**config.mk**
```make
export PLATFORM = sky130hd
export DESIGN_NAME = double_ended_queue_unit
export DESIGN_NICKNAME = d
export VERILOG_FILES = /design/src/hdl/dq_pkg.sv /design/src/hdl/dq_ctrl.sv /design/src/hdl/dq_datapath.sv /design/src/hdl/double_ended_queue_unit.sv
export SDC_FILE = /design/constraint.sdc
export NUM_CORES = 1
export LEC_CHECK = 0
export ABC_AREA = 1
export CELL_PAD_IN_SITES_DETAIL_PLACEMENT = 1
export CELL_PAD_IN_SITES_GLOBAL_PLACEMENT = 1
export CORE_UTILIZATION = 51
export DETAILED_ROUTE_END_ITERATION = 6
export DONT_BUFFER_PORTS = 1
export HOLD_SLACK_MARGIN = 0.1
export PLACE_DENSITY_LB_ADDON = 0.1
export SYNTH_ARGS = -nofsm -noshare
export SYNTH_HDL_FRONTEND = slang
export SYNTH_SLANG_ARGS = --single-unit
```
**constraint.sdc**
```tcl
create_clock -name clk -period 3.52 [get_ports clk]
set_input_delay 0.528 -clock clk [delete_from_list [all_inputs] [get_ports clk]]
set_output_delay 0.528 -clock clk [all_outputs]
set_load 0.02 [all_outputs]
```
**src/hdl/dq_pkg.sv**
```systemverilog
// ----------------------------------------------------------------------------
// dq_pkg
// Shared types and constants for the bounded double-ended queue.
// ----------------------------------------------------------------------------
package dq_pkg;

    localparam int DEPTH   = 16;
    localparam int IDX_W   = $clog2(DEPTH);
    localparam int CNT_W   = $clog2(DEPTH + 1);
    localparam int DATA_W  = 32;

    typedef enum logic [1:0] {
        ACT_PUSH_FRONT = 2'd0,
        ACT_PUSH_BACK  = 2'd1,
        ACT_POP_FRONT  = 2'd2,
        ACT_POP_BACK   = 2'd3
    } action_t;

    typedef enum logic [1:0] {
        STATUS_OK    = 2'd0,
        STATUS_FULL  = 2'd1,
        STATUS_EMPTY = 2'd2
    } status_t;

    typedef struct packed {
        action_t                  action;
        logic signed [DATA_W-1:0] value;
    } dq_in_t;

    typedef struct packed {
        logic signed [DATA_W-1:0] popped_value;
        status_t                  status;
        logic [CNT_W-1:0]         fill_count;
    } dq_out_t;

    typedef enum logic [1:0] {
        ST_IDLE,
        ST_EXEC,
        ST_READ
    } ctrl_state_t;

    // controller -> datapath
    typedef struct packed {
        logic capture;
        logic do_push;
        logic do_pop;
        logic load_direct;
        logic load_mem;
    } dq_cmd_t;

    // datapath -> controller
    typedef struct packed {
        logic is_pop;
        logic refused;
    } dq_stat_t;

endpackage

```
**src/hdl/dq_ctrl.sv**
```systemverilog
// ----------------------------------------------------------------------------
// dq_ctrl
// Sequencer: takes one request, runs it through the datapath, holds the
// result valid flag.
// ----------------------------------------------------------------------------
module dq_ctrl (
    input  logic             clk,
    input  logic             rst_n,
    input  logic             in_valid,
    output logic             in_ready,
    output logic             out_valid,
    input  logic             out_ready,
    input  dq_pkg::dq_stat_t stat,
    output dq_pkg::dq_cmd_t  cmd
);

    dq_pkg::ctrl_state_t state_reg;
    dq_pkg::ctrl_state_t state_next;
    logic                out_valid_reg;
    logic                out_valid_next;

    always_ff @(posedge clk or negedge rst_n)
    begin
        if (!rst_n)
        begin
            state_reg     <= dq_pkg::ST_IDLE;
            out_valid_reg <= 1'b0;
        end
        else
        begin
            state_reg     <= state_next;
            out_valid_reg <= out_valid_next;
        end
    end

    always_comb
    begin
        state_next = state_reg;
        cmd        = '0;
        in_ready   = 1'b0;
        unique case (state_reg)
            dq_pkg::ST_IDLE:
            begin
                // the result slot must be free by the time this request lands
                in_ready = !out_valid_reg || out_ready;
                if (in_valid && in_ready)
                begin
                    cmd.capture = 1'b1;
                    state_next  = dq_pkg::ST_EXEC;
                end
            end
            dq_pkg::ST_EXEC:
            begin
                if (stat.refused)
                begin
                    cmd.load_direct = 1'b1;
                    state_next      = dq_pkg::ST_IDLE;
                end
                else if (!stat.is_pop)
                begin
                    cmd.do_push     = 1'b1;
                    cmd.load_direct = 1'b1;
                    state_next      = dq_pkg::ST_IDLE;
                end
                else
                begin
                    cmd.do_pop = 1'b1;
                    state_next = dq_pkg::ST_READ;
                end
            end
            dq_pkg::ST_READ:
            begin
                cmd.load_mem = 1'b1;
                state_next   = dq_pkg::ST_IDLE;
            end
            default:
            begin
                state_next = dq_pkg::ST_IDLE;
            end
        endcase
    end

    always_comb
    begin
        if (cmd.load_direct || cmd.load_mem)
            out_valid_next = 1'b1;
        else if (out_ready)
            out_valid_next = 1'b0;
        else
            out_valid_next = out_valid_reg;
    end

    assign out_valid = out_valid_reg;

endmodule

```
**src/hdl/dq_datapath.sv**
```systemverilog
// ----------------------------------------------------------------------------
// dq_datapath
// Slot memory, head/tail pointers, item count and the result register.
// ----------------------------------------------------------------------------
module dq_datapath (
    input  logic             clk,
    input  logic             rst_n,
    input  dq_pkg::dq_in_t   in_data,
    input  dq_pkg::dq_cmd_t  cmd,
    output dq_pkg::dq_stat_t stat,
    output dq_pkg::dq_out_t  out_data
);

    localparam logic [dq_pkg::IDX_W-1:0] LAST_IDX = dq_pkg::IDX_W'(dq_pkg::DEPTH - 1);
    localparam logic [dq_pkg::CNT_W-1:0] FULL_CNT = dq_pkg::CNT_W'(dq_pkg::DEPTH);

    logic signed [dq_pkg::DATA_W-1:0] mem [dq_pkg::DEPTH];
    logic signed [dq_pkg::DATA_W-1:0] rd_data_reg;

    dq_pkg::dq_in_t             req_reg;
    dq_pkg::dq_out_t            out_reg;
    logic [dq_pkg::IDX_W-1:0]   head_reg;
    logic [dq_pkg::IDX_W-1:0]   head_next;
    logic [dq_pkg::IDX_W-1:0]   tail_reg;
    logic [dq_pkg::IDX_W-1:0]   tail_next;
    logic [dq_pkg::CNT_W-1:0]   count_reg;
    logic [dq_pkg::CNT_W-1:0]   count_next;

    logic [dq_pkg::IDX_W-1:0]   head_inc;
    logic [dq_pkg::IDX_W-1:0]   head_dec;
    logic [dq_pkg::IDX_W-1:0]   tail_inc;
    logic [dq_pkg::IDX_W-1:0]   tail_dec;
    logic [dq_pkg::IDX_W-1:0]   wr_addr;
    logic [dq_pkg::IDX_W-1:0]   rd_addr;
    logic                       at_front;
    logic                       is_pop;
    logic                       full;
    logic                       empty;

    assign head_inc = (head_reg == LAST_IDX) ? '0 : head_reg + 1'b1;
    assign head_dec = (head_reg == '0) ? LAST_IDX : head_reg - 1'b1;
    assign tail_inc = (tail_reg == LAST_IDX) ? '0 : tail_reg + 1'b1;
    assign tail_dec = (tail_reg == '0) ? LAST_IDX : tail_reg - 1'b1;

    assign is_pop   = (req_reg.action == dq_pkg::ACT_POP_FRONT) ||
                      (req_reg.action == dq_pkg::ACT_POP_BACK);
    assign at_front = (req_reg.action == dq_pkg::ACT_PUSH_FRONT) ||
                      (req_reg.action == dq_pkg::ACT_POP_FRONT);
    assign full     = (count_reg == FULL_CNT);
    assign empty    = (count_reg == '0);

    assign stat.is_pop  = is_pop;
    assign stat.refused = is_pop ? empty : full;

    // front push writes below head; back pop reads just below tail
    assign wr_addr = at_front ? head_dec : tail_reg;
    assign rd_addr = at_front ? head_reg : tail_dec;

    always_comb
    begin
        head_next  = head_reg;
        tail_next  = tail_reg;
        count_next = count_reg;
        if (cmd.do_push)
        begin
            count_next = count_reg + 1'b1;
            if (at_front)
                head_next = head_dec;
            else
                tail_next = tail_inc;
        end
        else if (cmd.do_pop)
        begin
            count_next = count_reg - 1'b1;
            if (at_front)
                head_next = head_inc;
            else
                tail_next = tail_dec;
        end
    end

    always_ff @(posedge clk or negedge rst_n)
    begin
        if (!rst_n)
        begin
            head_reg  <= '0;
            tail_reg  <= '0;
            count_reg <= '0;
        end
        else
        begin
            head_reg  <= head_next;
            tail_reg  <= tail_next;
            count_reg <= count_next;
        end
    end

    always_ff @(posedge clk)
    begin
        if (cmd.do_push)
            mem[wr_addr] <= req_reg.value;
        if (cmd.do_pop)
            rd_data_reg <= mem[rd_addr];
    end

    always_ff @(posedge clk)
    begin
        if (cmd.capture)
            req_reg <= in_data;
        if (cmd.load_direct)
        begin
            out_reg.popped_value <= '0;
            out_reg.fill_count   <= count_next;
            if (!stat.refused)
                out_reg.status <= dq_pkg::STATUS_OK;
            else if (is_pop)
                out_reg.status <= dq_pkg::STATUS_EMPTY;
            else
                out_reg.status <= dq_pkg::STATUS_FULL;
        end
        else if (cmd.load_mem)
        begin
            out_reg.popped_value <= rd_data_reg;
            out_reg.fill_count   <= count_reg;
            out_reg.status       <= dq_pkg::STATUS_OK;
        end
    end

    assign out_data = out_reg;

endmodule

```
**src/hdl/double_ended_queue_unit.sv**
```systemverilog
// ----------------------------------------------------------------------------
// double_ended_queue_unit
// Bounded double-ended queue of signed 32-bit items on a circular buffer.
// ----------------------------------------------------------------------------
//  Channel | Handshake            | Payload
//  --------+----------------------+-------------------------------------------
//  in      | in_valid / in_ready  | in_data  (action, value)
//  out     | out_valid / out_ready| out_data (popped_value, status, fill_count)
//
//  Pushes and refused requests pass through the idle and execute states; successful
//  pops add a read state, set by the registered read port of the slot memory.
//  A new request is taken once the previous one has been run through and its
//  result has left the output register or is being taken in that cycle.
//  Reset clears pointers and count at once; slot contents are not cleared.
//  A stalled output blocks every new request until its result is taken.
// ----------------------------------------------------------------------------
module double_ended_queue_unit (
    input  logic            clk,
    input  logic            rst_n,
    input  logic            in_valid,
    output logic            in_ready,
    input  dq_pkg::dq_in_t  in_data,
    output logic            out_valid,
    input  logic            out_ready,
    output dq_pkg::dq_out_t out_data
);

    dq_pkg::dq_cmd_t  cmd;
    dq_pkg::dq_stat_t stat;

    dq_ctrl u_ctrl (
        .clk       (clk),
        .rst_n     (rst_n),
        .in_valid  (in_valid),
        .in_ready  (in_ready),
        .out_valid (out_valid),
        .out_ready (out_ready),
        .stat      (stat),
        .cmd       (cmd)
    );

    dq_datapath u_datapath (
        .clk      (clk),
        .rst_n    (rst_n),
        .in_data  (in_data),
        .cmd      (cmd),
        .stat     (stat),
        .out_data (out_data)
    );

endmodule
```
* Word level (Yosys, flattened, before mapping)
Memory sizes are Yosys's and may differ from the RTL's. A register that Yosys moved wholly into a read port is not among the register bits.
Cells that the tools add are included.
W data, S select, Z words.
** Storage, ports and cells
- Register bits :: 89
- Latch bits :: 0
- Memory bits (writable) :: 512
- ROM bits :: 0
- Input bits :: 38
- Word-level logic and storage cells :: 80
- Memories :: 1
** Operators by class
- $add $sub $neg :: 6
- $mul :: 0
- Div/mod/pow operators :: 0
- $lt $le $gt $ge :: 0
- Equal/unequal tests :: 8
- Shifts and indexed selects :: 0
- Mux-type cells :: 38
- Bitwise logic cells :: 1
- Reduce and logical (&&, ||, !) cells :: 16
** Memories
- u_datapath.mem :: depth 16, width 32, rd ports 1, clocked after Yosys merged registers in 1, write ports 1, RTL line dq_datapath.sv:17 : logic signed [dq_pkg::DATA_W-1:0] mem [dq_pkg::DEPTH];
** Operators by type and width (number)
- $mux W4 :: 14
- $mux W7 :: 2
- $mux W1 :: 12
- $mux W2 :: 6
- $mux W5 :: 2
- $add A4 B1 Y4 const B :: 2
- $eq A4 B4 Y1 const B :: 2
- $logic_not A4 Y1 :: 2
- $sub A4 B1 Y4 const B :: 2
- $eq A2 B2 Y1 const B :: 3
- $reduce_bool A2 Y1 :: 3
- $add A5 B1 Y5 const B :: 1
- $eq A5 B5 Y1 const B :: 1
- $logic_not A5 Y1 :: 1
- $sub A5 B1 Y5 const B :: 1
- $logic_not A2 Y1 :: 2
- $logic_or A1 B1 Y1 :: 4
- $pmux W2 S2 :: 1
- $reduce_and A2 Y1 :: 2
- $mux W3 :: 1
- $eq A2 B1 Y1 const B :: 1
- $ne A2 B1 Y1 const B :: 1
- $logic_and A1 B1 Y1 :: 1
- $logic_not A1 Y1 :: 1
- $not A1 Y1 :: 1

* Logic depth before layout (Yosys ltp)
- Word-level depth :: 8
- Depth in mapped cells :: 13
- Gate-level depth less buffers :: 12

* By module
From an unflattened synthesis, not the netlist that was laid out.
** Second synthesis, totals
- Cell total of the unflattened synthesis :: 2434
- Area total of the unflattened synthesis :: 26462.9 um^2
** By module, submodules not included
- dq_datapath :: times used 1, cells an instance 2408, area each 26291.5 um^2, seq. area each 18532.8 um^2
- dq_ctrl :: times used 1, cells an instance 26, area each 171.4 um^2, seq. area each 75.1 um^2

* Worst setup path after synthesis
No wires, ideal clock.
- Path type :: reg-to-reg
- Start point :: reg u_datapath.count_reg[0] (netlist bit)
- End point :: mem u_datapath.mem[14][0] (netlist bit) (enable)
- Library setup time :: 0.421 ns
- Arrival :: 2.749 ns
- Slack :: 0.350 ns
- Stages on the path, launching flop included :: 11
- Buffers on the path :: 1
- Clock period less this slack :: 3.170 ns
- Cell sequence :: dfrtp_1 inv_1 ha_1 inv_1 nor3_1 nand2_1 nand2_1 buf_4 nor2_1 nand2_1 nor2_1
** Between the ends
- Cells in the longest elaborated chain, start to end :: 6
** RTL lines
- from (decl) :: RTL line dq_datapath.sv:26 : logic [dq_pkg::CNT_W-1:0] count_reg;
- from (signal assigned) :: RTL line dq_datapath.sv:94 : count_reg <= count_next;
- $eq A5 B5 Y1 or $logic_not A5 Y1 (tied branches) :: RTL line dq_datapath.sv:49, dq_datapath.sv:50
- $mux W1 (*) :: RTL line dq_datapath.sv:53 : assign stat.refused = is_pop ? empty : full;
- $mux W2 (*) :: RTL line dq_ctrl.sv:54 : if (stat.refused)
- $mux W3 (*) :: RTL line dq_ctrl.sv:41 : unique case (state_reg)
- $mux W1 (*) :: RTL line dq_datapath.sv:100 : if (cmd.do_push)
- $mux W1 (not written as such) (*) :: RTL line dq_datapath.sv:101 : mem[wr_addr] <= req_reg.value;
- to (decl) :: RTL line dq_datapath.sv:17
Every way passes the cells marked *; elsewhere a longest branch is shown, timed or not.

* Worst setup path after layout
- Start point :: reg u_datapath.head_reg[0] (netlist bit)
- End point :: mem u_datapath.mem[0][15] (netlist bit) (enable)
** Between the ends
- Cells in the longest elaborated chain, start to end :: 3
** RTL lines
- from (decl) :: RTL line dq_datapath.sv:22 : logic [dq_pkg::IDX_W-1:0] head_reg;
- from (signal assigned) :: RTL line dq_datapath.sv:92 : head_reg <= head_next;
- $sub A4 B1 Y4 or $logic_not A4 Y1 (tied branches) :: RTL line dq_datapath.sv:41 : assign head_dec = (head_reg == '0) ? LAST_IDX : head_reg - 1'b1;
- $mux W4 (*) :: RTL line dq_datapath.sv:41
- $mux W4 (*) :: RTL line dq_datapath.sv:56 : assign wr_addr = at_front ? head_dec : tail_reg;
Marked as above.

==> reports/summary.txt <==
Seq cells post-synth -> 633
DRT antenna net count -> 0
# setup viols final -> 0
grt ovf -> 0
largest family of logic cells by synthesized area -> simple AND/OR/NAND/NOR gates
synthesized area -> 27600 sq um
antenna violations before repair -> 2
residual DRC count -> 0
Syn Area/Cell -> 10.6 sq um
cells after synthesis -> 2596
Synth Area in Adders -> 0.00272
max frequency -> 0.327 GHz
Setup TNS -> 0 ps
final hold vios -> 0
vias -> 19731
WP data arrival -> 3330 ps
Clk pin slew, worst setup/hold paths -> 60 ps
critical-path cell list -> inv_1 -> ha_1 -> nand2_1 -> o21ai_0 -> o21ai_0 -> nand2_1 -> nor2_4 -> buf_4
layout cells sized above 1 -> 0.0653
CP Class -> flop to flop
Required @ worst endpoint -> 3790 ps
vias in the first global route -> 20817
Synth Area in Compound Gates -> 0.0143
fin crit period -> 3060 ps
worst slew pin tran -> 879 ps
post-synthesis sequential area ratio -> 0.673
Post-DP HPWL -> 44500 um
Longest Clk Path Bufs -> 3
crit-path leading delay family -> simple AND/OR/NAND/NOR gates
met3 usage -> 0.0473
fill count -> 5532
CTS root buf -> clkbuf_16
H-tree lvl count -> 3
post-synth cell types -> 31
GP Congestion -> 0.778
largest net degree at the start of global routing -> 153
TritonCTS clock tree -> done
TritonRoute pass-1 iters -> 5
critical path's slowest cell -> o21ai_0
initial DRC count -> 1675
area of the multi-input gates -> 6370 sq um
post-cts sizing count -> 0
core area -> 53100 sq um
status -> finished clean
largest fanout on the critical path -> 17
Final Cycle Share -> 0.869
post-DR wirelength/cell -> 24.1 um
Buf/Inv on CP -> 2
sequential cell area -> 18600 sq um
RSZ-0062 raised after global routing -> no
power per cell area -> 832 nW/um^2
total power -> 25.8 mW
max incr delay on CP -> 580 ps
Clock Skew -> 28.4 ps
Max VDD drop -> 0.803 mV
number of cell rows -> 84
max FFs per register -> 512
Post-Synth XOR/XNOR Area -> 0.00317
Synth Net Count -> 2640
M2 GR Usage -> 0.500
Sinks on Clock Net -> 633
Pleak -> 12.7 nW
PortBufs -> 0
total CTS buffers -> 69
GR peak layer -> met2
worst hold path type -> primary input to flop
global routing met1 resource utilization -> 0.385
Syn. warnings -> 0
antenna cell count -> 0
die height -> 235 um
area delta synth->final -> 12.2%
die area -> 55100 sq um
Total Wirelength -> 80100 um
initial core utilization -> 0.521
CP Launch Type -> flop
number of vias per cell -> 5.94
Top Ports -> 79
nets -> 2634
Slew HR -> 0.414
max-cap violations -> 0
fin. max-slew vios -> 0
GRT Total Usage -> 0.294
post-synthesis simple-gate area fraction -> 0.203
multiplexer share of the synthesized area -> 0
clk_lat worst skew -> 610 ps
CP endpoint kind -> flop
Worst R2R Setup Slack -> 460 ps
first-pass GRT wire length -> 123000 um
Die W -> 235 um
==> cell families (layout without fill, tap and decap cells) <==
family / count (synthesis) / count (layout)
XOR/XNOR: 10 / 10
flip-flops: 633 / 633
AO/OA/AOI/OAI: 74 / 74
adder cells (fa/ha/maj): 6 / 6
AND/OR/NAND/NOR: 1149 / 1149
buffers and inverters: 724 / 763
==> placed cells by master (no fill, tap or decap), drive strengths merged <==
cell type | Yosys | final
inv | 547 | 545
dlygate4sd3 | 0 | 35
a21oi | 34 | 34
xnor2 | 4 | 4
o21ai | 32 | 32
clkbuf | 62 | 99
clkinv | 1 | 19
dfrtp | 16 | 16
nor2 | 28 | 28
buf | 114 | 64
xor2 | 6 | 6
o211ai | 5 | 5
o22ai | 2 | 2
nor3 | 4 | 4
o21a | 1 | 1
nand4 | 256 | 256
nand3 | 490 | 490
edfxtp | 585 | 585
dfxtp | 32 | 32
ha | 6 | 6
nand2 | 371 | 371
bufinv | 0 | 1
==> power breakdown <==
part	switching [mW]	internal (mW)	leakage, nW
Clock	2.86	3.77	0.963
Sequential	0.912	9.32	5.75
Combinational	6.35	2.57	5.98
Total	10.1	15.7	12.7
==> per-layer routing <==
metal | wire length (um) | part of all wire
met5 | 13 | 0.00016
met3 | 4880 | 0.061
met2 | 39500 | 0.49
met4 | 2520 | 0.031
met1 | 33200 | 0.41
==> path summary, 6_finish.rpt <==
kind	cells after the start	from	endpoint
worst max-delay path	8	u_datapath.head_reg[0]	u_datapath.mem[0][15]
worst min-delay path	2	in_valid	u_ctrl.state_reg[0]
min in group asynchronous	1	rst_n	u_datapath.tail_reg[3]
worst max register to register	8	u_datapath.head_reg[0]	u_datapath.mem[0][15]
worst min register to register	1	u_datapath.count_reg[0]	u_datapath.count_reg[0]
max in group asynchronous	1	rst_n	u_datapath.count_reg[2]
==> worst reg2reg max path, cell delays in order (launching register included) <==
cell     delay, ps
dfrtp_1        520
inv_1          150
ha_1           250
nand2_1        110
o21ai_0        130
o21ai_0        580
nand2_1        420
nor2_4         230
buf_4          340
==> timing repair <==
item,CTS,global route
hold buffers,35,0
hold endpoints to repair,50,0
setup buffers,0,0
==> cells in the mapped netlist <==
master	count	area (sq um)
a21oi_1	33	165
a21oi_2	1	8.76
buf_1	9	33.8
buf_2	96	480
buf_4	9	67.6
clkbuf_1	62	233
clkinv_1	1	3.75
dfrtp_1	16	400
dfxtp_1	32	641
edfxtp_1	585	17600
ha_1	6	75.1
inv_1	545	2050
inv_2	1	3.75
inv_4	1	6.26
nand2_1	368	1380
nand2_2	2	12.5
nand2_4	1	11.3
nand3_1	489	2450
nand3_2	1	10.0
nand4_1	256	1600
nor2_1	27	101
nor2_4	1	11.3
nor3_1	4	20.0
o211ai_1	5	37.5
o21a_1	1	7.51
o21ai_0	27	135
o21ai_1	4	20.0
o21ai_2	1	8.76
o22ai_1	2	12.5
xnor2_1	4	35.0
xor2_1	6	52.6
==> layout make-up <==
type / count / area share
repair buffers: 99 / 0.0357
well taps: 688 / 0.0278
clock buffers: 99 / 0.0607
multi-input cells: 1239 / 0.205
flip-flops and latches: 633 / 0.600
inverters: 548 / 0.0665
clock inverters: 17 / 0.00359
==> stage by stage <==
step / setup WS, ps / instances / instance area [sq um] / util / hold slack, ps
after floorplan: 350 / 2596 / 27600 / - / 232
after detailed placement: 565 / 3172 / 28700 / 0.540 / 233
after global routing: 374 / 3323 / 31000 / 0.584 / 143
after global placement: 656 / 3172 / 28700 / 0.540 / 233
after CTS: 535 / 3323 / 31000 / 0.584 / 123
final: 459 / 3323 / 31000 / 0.584 / 147
No activity file was read; power rests on OpenSTA's default activity.
